**config.mk**
```make
export PLATFORM = sky130hd
export DESIGN_NAME = lhwf_ctrl
export DESIGN_NICKNAME = d
export VERILOG_FILES = /design/src/hw/rtl/lhwf_pkg.sv /design/src/hw/rtl/lhwf_ctrl.sv
export SDC_FILE = /design/constraint.sdc
export NUM_CORES = 1
export LEC_CHECK = 0
export BUFFER_PORTS_ARGS = -buffer_cell sky130_fd_sc_hd__buf_2
export CORE_AREA = 2 2 39 41
export DETAILED_ROUTE_END_ITERATION = 10
export DIE_AREA = 0 0 41 43
export MAX_ROUTING_LAYER = met4
export PLACE_DENSITY_LB_ADDON = 0.15
export SETUP_SLACK_MARGIN = 0.1
export SLEW_MARGIN = 20
export SYNTH_ARGS = -nofsm -noshare
export SYNTH_HDL_FRONTEND = slang
export SYNTH_SLANG_ARGS = --single-unit
```
**constraint.sdc**
```tcl
create_clock -name clk -period 3.6 [get_ports clk]
set_clock_uncertainty 0.15 [all_clocks]
set_input_delay 1.08 -clock clk [delete_from_list [all_inputs] [get_ports clk]]
set_output_delay 1.08 -clock clk [all_outputs]
set_load 0.05 [all_outputs]
```
**src/hw/rtl/lhwf_pkg.sv**
```systemverilog
// ----------------------------------------------------------------------------
// lhwf_pkg
// Shared types and codes of the left-hand wall follower: item and result
// words, commands, headings, register indexes and control/status bundles.
// ----------------------------------------------------------------------------
package lhwf_pkg;

	localparam int COORD_W   = 6;
	localparam int POS_LIMIT = 64;

	localparam logic [1:0] CMD_WRITE   = 2'd0;
	localparam logic [1:0] CMD_RESTART = 2'd1;
	localparam logic [1:0] CMD_STEP    = 2'd2;

	localparam logic [1:0] DIR_NORTH = 2'd0;
	localparam logic [1:0] DIR_EAST  = 2'd1;
	localparam logic [1:0] DIR_SOUTH = 2'd2;
	localparam logic [1:0] DIR_WEST  = 2'd3;

	localparam logic [1:0] CFG_START_ROW = 2'd0;
	localparam logic [1:0] CFG_START_COL = 2'd1;
	localparam logic [1:0] CFG_EXIT_ROW  = 2'd2;
	localparam logic [1:0] CFG_EXIT_COL  = 2'd3;

	typedef struct packed {
		logic [1:0]         command;
		logic [COORD_W-1:0] cell_row;
		logic [COORD_W-1:0] cell_col;
		logic               cell_is_wall;
	} in_word_t;

	typedef struct packed {
		logic [COORD_W-1:0] robot_row;
		logic [COORD_W-1:0] robot_col;
		logic [1:0]         came_from;
		logic               solved;
	} out_word_t;

	typedef struct packed {
		logic wr_cell;
		logic restart;
		logic probe_first;
		logic probe_next;
		logic move;
		logic finish;
		logic step_item;
	} lhwf_ctrl_t;

	typedef struct packed {
		logic open_cell;
		logic last_probe;
		logic done;
	} lhwf_stat_t;

endpackage

```
**src/hw/rtl/lhwf_ctrl.sv**
```systemverilog
// ----------------------------------------------------------------------------
// lhwf_ctrl
// Sequencer: takes one word, walks the left/straight/right/back probes of a
// step one per cycle, then loads the result register when it is free.
// ----------------------------------------------------------------------------
module lhwf_ctrl (
	input  logic                 clk,
	input  logic                 arst_n,
	input  logic                 item_valid,
	output logic                 item_stall,
	input  logic [1:0]           command,
	output logic                 result_valid,
	input  logic                 result_stall,
	input  lhwf_pkg::lhwf_stat_t stat,
	output lhwf_pkg::lhwf_ctrl_t ctrl
);

	localparam logic [1:0] ST_IDLE = 2'd0;
	localparam logic [1:0] ST_SCAN = 2'd1;
	localparam logic [1:0] ST_FIN  = 2'd2;

	logic [1:0] state_q, state_d;
	logic       step_q;
	logic       out_valid_q;
	logic       accept;
	logic       out_free;

	assign item_stall = (state_q != ST_IDLE);
	assign accept     = item_valid && (state_q == ST_IDLE);
	assign out_free   = !out_valid_q || !result_stall;

	always_comb begin
		ctrl    = '0;
		state_d = state_q;
		ctrl.step_item = step_q;
		unique case (state_q)
			ST_IDLE: begin
				if (accept) begin
					state_d = ST_FIN;
					unique case (command)
						lhwf_pkg::CMD_WRITE:   ctrl.wr_cell = 1'b1;
						lhwf_pkg::CMD_RESTART: ctrl.restart = 1'b1;
						lhwf_pkg::CMD_STEP: begin
							if (!stat.done) begin
								ctrl.probe_first = 1'b1;
								state_d          = ST_SCAN;
							end
						end
						default: ;
					endcase
				end
			end
			ST_SCAN: begin
				if (stat.open_cell) begin
					ctrl.move = 1'b1;
					state_d   = ST_FIN;
				end else if (stat.last_probe) begin
					state_d = ST_FIN;
				end else begin
					ctrl.probe_next = 1'b1;
				end
			end
			ST_FIN: begin
				if (out_free) begin
					ctrl.finish = 1'b1;
					state_d     = ST_IDLE;
				end
			end
			default: state_d = ST_IDLE;
		endcase
	end

	always_ff @(posedge clk or negedge arst_n) begin
		if (!arst_n) begin
			state_q     <= ST_IDLE;
			step_q      <= 1'b0;
			out_valid_q <= 1'b0;
		end else begin
			state_q <= state_d;
			if (accept) begin
				step_q <= (command == lhwf_pkg::CMD_STEP);
			end
			if (ctrl.finish) begin
				out_valid_q <= 1'b1;
			end else if (!result_stall) begin
				out_valid_q <= 1'b0;
			end
		end
	end

	assign result_valid = out_valid_q;

`ifndef SYNTHESIS
	a_no_probe_past_back: assert property (@(posedge clk) disable iff (!arst_n)
		ctrl.probe_next |-> !stat.last_probe)
		else $error("probe issued past the turn-back side");
	a_move_then_fin: assert property (@(posedge clk) disable iff (!arst_n)
		ctrl.move |=> state_q == ST_FIN)
		else $error("move not followed by result load");
	a_finish_loads: assert property (@(posedge clk) disable iff (!arst_n)
		ctrl.finish |=> out_valid_q && state_q == ST_IDLE)
		else $error("finished word not presented");
	a_scan_has_probe: assert property (@(posedge clk) disable iff (!arst_n)
		state_q == ST_SCAN |-> $past(ctrl.probe_first || ctrl.probe_next))
		else $error("scan without a pending probe");
`endif

endmodule

```
==> out/summary.txt, run 1 <==
CTS Hold Buffers Added - 0
initial DRC count - 10
Yosys top cell area share - 40.0%
final worst setup slack - 0.278 ns
Num CTS Buffers - 3
vias in the first global route - 215
Power Total - 0.210 mW
TritonRoute pass-1 iters - 4
die width - 41 um
Synth Area per Inst - 9.27 um2
clk slew on worst S/H paths - 0.04 ns
All-Layer GR Usage - 8.14%
R2R setup slack - 2.08 ns
Synth area leaders - dfrtp_1, or3b_1, mux2_4
min Tclk post-route - 3.32 ns
HPWL after DPL - 475 um
max cap viols - 0
Max Fclk - 301 MHz
flops & latches, synth - 4
R2R depth - 2
area leader, netlist - dfrtp_1
RSZ-0062 raised after global routing - false
initial core utilization - 18.1%
number of flops mapped to enable cells by yosys - 0
Max IR drop VDD - 0.000148 V
synthesized area - 250 um2
final slew viol count - 0
Remaining DRCs - 0
status - finished, final reports clean
Post-CTS Resized - 0
Avg Vias per Cell - 4.23
final setup violation count - 0
fin crit share - 92.3%
htree depth - 1
synth warn - 0
Ports - 18
Core Footprint - 1380 um2
remaining antenna violation count after routing - 0
clock tree buffer depth - 2
total gr overflow - 0
most frequent cells after synthesis - dfrtp_1, nor2_1
sequential area share after synthesis - 40.0%
Min-Delay Endpoint - result_valid
Main synth FF type - dfrtp_1
reg2reg start - state_q[1]
asr flop ratio synth - 100%
Avg WL per Cell - 9.82 um
Worst Setup Start Kind - primary input
die height - 43 um
total clock sinks - 4
FILL cells - 169
Post-Syn Instances - 27
R2R Path End - step_q
TNS Setup - 0 ns
Buffers on Ports - 17
Hold/Removal Path Class - reg -> reg
CP max FO - 6
initial antenna violation count - 0
Cell variety after synth - 18
largest net degree at the start of global routing - 7
Post-CTS Setup Bufs - 0
P per Cell Area - 560 nW/um2
most frequent cell after synthesis - dfrtp_1
vias - 258
full die area - 1760 um2
GPL Wtd Cong - 0.641
Routed WL - 599 um
CP required - 2.37 ns
CTS tree - done
placement row count - 14
worst rel slew slack - 81.6%
Critical Path AT - 2.09 ns
storage element area - 100 um2
clk root buf - clkbuf_4
hold path cells - 2
HP Start - result_valid
post-layout net count - 56
Worst setup EP type - output port
final hold violations - 0
clock latency on the worst-skew pair - 0.23 ns
first-pass GRT wire length - 897 um
layout cells sized above 1 - 53.3%
Mapped Nets - 36
Setup CP Type - in -> out
Setup WS pre-CTS - 0.268 ns
Leak - 0.198 nW
Area growth, synth to finish - 50.0%
Worst-Margin Slew - 0.276 ns
Multi-input gate area - 144 um2
n_diodes - 0
==> final cells by class <==
type | count | share of cell area [%]
Multi-Input combinational cell | 20 | 38.3
Clock buffer | 3 | 6.00
Tap cell | 16 | 5.33
Inverter | 1 | 1.00
Timing Repair Buffer | 17 | 22.7
Sequential cell | 4 | 26.7
==> through the flow <==
stage / cells / utilization, % / cell area [um2] / hold slack, ns
detailed placement: 58 / 25.5 / 353 / 0.350
global route: 61 / 27.1 / 375 / 0.382
global placement: 58 / 25.5 / 353 / 0.341
floorplan: 27 / - / 260 / 0.333
finish: 61 / 27.1 / 375 / 0.351
CTS: 61 / 27.1 / 375 / 0.358
==> routing by layer <==
| metal | up-vias | track usage, % | routed length, um |
|---|---|---|---|
| met4 | 0 | 10.0 | 0 |
| met5 | - | - | 0 |
| li1 | 133 | - | - |
| met2 | 15 | 8.75 | 259 |
| met1 | 110 | 10.7 | 268 |
| met3 | 0 | 1.57 | 71 |
==> cell usage in the layout, fill, tap and decap left out, drive strengths merged <==
master,count
a21oi,1
nand2,2
o32ai,1
clkbuf,3
o221ai,1
or2b,1
nor3b,2
or3b,2
mux2,1
nand4b,1
nor3,2
nor2b,1
or2,1
inv,1
nor2,3
buf,17
dfrtp,4
nand2b,1
==> worst max-delay path by stage <==
stage                           from  endpoint  slack [ns]  depth (start not counted)
after floorplan           item_valid   ctrl[5]        0.15                          3
after global placement    item_valid   ctrl[5]        0.28                          4
after detailed placement  item_valid   ctrl[5]        0.27                          4
after CTS                 item_valid   ctrl[5]        0.26                          4
after global routing      item_valid   ctrl[5]        0.21                          4
final                     item_valid   ctrl[5]        0.28                          4
==> worst max-delay path: stages <==
cell and delay [ns]:
buf_2 0.07, or3b_1 0.47, nor3b_2 0.19, buf_2 0.28
==> state kept, by name (all words and copies together), names as in the netlist <==
signal and count:
state_q 2, result_valid 1, step_q 1
==> power breakdown <==
part,internal [mW],total [mW],leakage [nW],switching [mW]
sequential,0.0542,0.0609,0.0508,0.00675
combinational,0.0272,0.0945,0.133,0.0673
clock,0.0372,0.0546,0.0138,0.0173
total,0.119,0.210,0.198,0.0914
==> cell families after synthesis <==
kind of cell / count (synthesis) / synth area share, %
mux: 1 / 6.00
buf+inv: 3 / 6.50
compound gates: 3 / 9.00
simple gates: 16 / 38.5
flops: 4 / 40.0
(Power assumes the default switching activity.)
==> inputs of run 2 (changes only) <==
--- a/config.mk
+++ b/config.mk
@@ -16,3 +16,4 @@
 export SYNTH_ARGS = -nofsm -noshare
 export SYNTH_HDL_FRONTEND = slang
 export SYNTH_SLANG_ARGS = --single-unit
+export TNS_END_PERCENT = 5
==> constraint.sdc (replaced) <==
create_clock -name clk -period 3.5 [get_ports clk]
set_clock_uncertainty 0.15 [all_clocks]
set_input_delay 1.05 -clock clk [delete_from_list [all_inputs] [get_ports clk]]
set_output_delay 1.05 -clock clk [all_outputs]
set_load 0.05 [all_outputs]
==> out/summary.txt, run 2 (synthesized netlist as in run 1, its figures left out) <==
Post-CTS Resized - 0
vias - 255
Buffers on Ports - 17
initial DRC count - 4
Ports - 18
initial antenna violation count - 0
total clock sinks - 4
total gr overflow - 0
Final Hold Slack - 0.369 ns
status - finished, final reports clean
layout cells sized above 1 - 51.1%
vias in the first global route - 217
final slew viol count - 0
most common cell after layout, fill and taps aside - buf_2
Setup crit end - ctrl[5]
final hold violations - 0
CP required - 2.30 ns
Core Footprint - 1380 um2
Avg Vias per Cell - 4.18
Final Util - 26.8%
n_diodes - 0
first-pass GRT wire length - 869 um
Hold/Removal Path Class - reg -> reg
R2R setup slack - 2.00 ns
initial core utilization - 18.1%
Power Total - 0.217 mW
max FFs per register - 2
RSZ-0062 raised after global routing - false
remaining antenna violation count after routing - 0
Worst setup EP type - output port
CTS tree - done
die height - 43 um
full die area - 1760 um2
post-layout net count - 56
Crit path max-delay family - simple AND/OR/NAND/NOR gates
Num CTS Buffers - 3
Worst-Margin Slew - 0.239 ns
final setup violation count - 0
die width - 41 um
WP depth - 4
cell mode on critical path - buf_2
crit-path cells - buf_2 -> or3b_1 -> nor3b_2 -> buf_2
placement row count - 14
All-Layer GR Usage - 7.87%
CP max FO - 6
CTS Hold Buffers Added - 0
Area growth, synth to finish - 48.0%
fin crit share - 92.4%
P per Cell Area - 585 nW/um2
HPWL after DPL - 467 um
reg2reg start - state_q[1]
slowest cell delay on critical path - 0.46 ns
Post-DP Area - 348 um2
GPL Wtd Cong - 0.753
R2R Path End - step_q
clock latency on the worst-skew pair - 0.23 ns
Setup CP Type - in -> out
clock tree buffer depth - 2
Leak - 0.197 nW
placed insts - 58
R2R depth - 2
TritonRoute pass-1 iters - 2
Buf/Inv on CP - 2
Post-CTS Setup Bufs - 0
Reg with most FFs - state_q
htree depth - 1
Routed WL - 569 um
design area - 370 um2
max cap viols - 0
Max Fclk - 309 MHz
largest net degree at the start of global routing - 7
Max IR drop VDD - 0.000138 V
Avg WL per Cell - 9.33 um
slowest cell on the critical path - or3b_1
Critical Path Source - item_valid
final non-filler cell total - 61
Remaining DRCs - 0
highest-count cells in the layout ignoring fill and taps - buf_2, dfrtp_1, nor2_1, clkbuf_4
Critical Path AT - 2.03 ns
clk slew on worst S/H paths - 0.04 ns
Worst Setup Start Kind - primary input
clk root buf - clkbuf_4
worst rel slew slack - 84.0%
min Tclk post-route - 3.23 ns
==> run 2: cell counts in the layout (fill, tap and decap cells not counted) <==
No cell type changed its count.
==> run 2: metrics by stage <==
| stage | setup WS (ns) | TNS [ns] |
|---|---|---|
| global route | 0.219 | 0 |
| finish | 0.267 | 0 |
| global placement | 0.268 | 0 |
| CTS | 0.255 | 0 |
| detailed placement | 0.261 | 0 |
| floorplan | -0.278 | -0.278 |
==> run 2: report_power, final <==
part | leakage, nW | internal (mW) | switching, mW | total, mW
clock network | 0.0138 | 0.0383 | 0.0184 | 0.0568
logic | 0.132 | 0.0279 | 0.0684 | 0.0963
registers | 0.0508 | 0.0558 | 0.00777 | 0.0635
total | 0.197 | 0.122 | 0.0946 | 0.217
==> run 2: routing by layer <==
layer | vias up | GRT usage [%] | share of wire [%]
met4 | 0 | 6.00 | 3.3
li1 | 132 | - | -
met3 | 2 | 3.14 | 8.1
met5 | - | - | 0
met2 | 12 | 9.38 | 46
met1 | 109 | 10.2 | 42
==> run 2: worst min path at each step <==
stage	start	end	slack (ns)	depth (start not counted)
floorplan	step_q	step_q	0.33	1
detailed placement	step_q	step_q	0.37	1
CTS	step_q	step_q	0.38	1
global route	step_q	step_q	0.38	1
global placement	result_valid	result_valid	0.36	2
finish	result_valid	result_valid	0.37	2
==> run 2: layout make-up <==
| type | count | area, um2 |
|---|---|---|
| tap | 16 | 20.0 |
| multi-input combinational | 20 | 139 |
| inverter | 1 | 3.75 |
| clock buffer | 3 | 22.5 |
| timing repair buffer | 17 | 85.1 |
| fill | 152 | 1010 |
| sequential | 4 | 100 |
==> run 2: tightest hold or removal path, delay by kind of cell, from the launching register on <==
| family | cells | cell delay, ns |
|---|---|---|
| flip-flops | 1 | 0.37 |
| AND/OR/NAND/NOR | 2 | 0.11 |
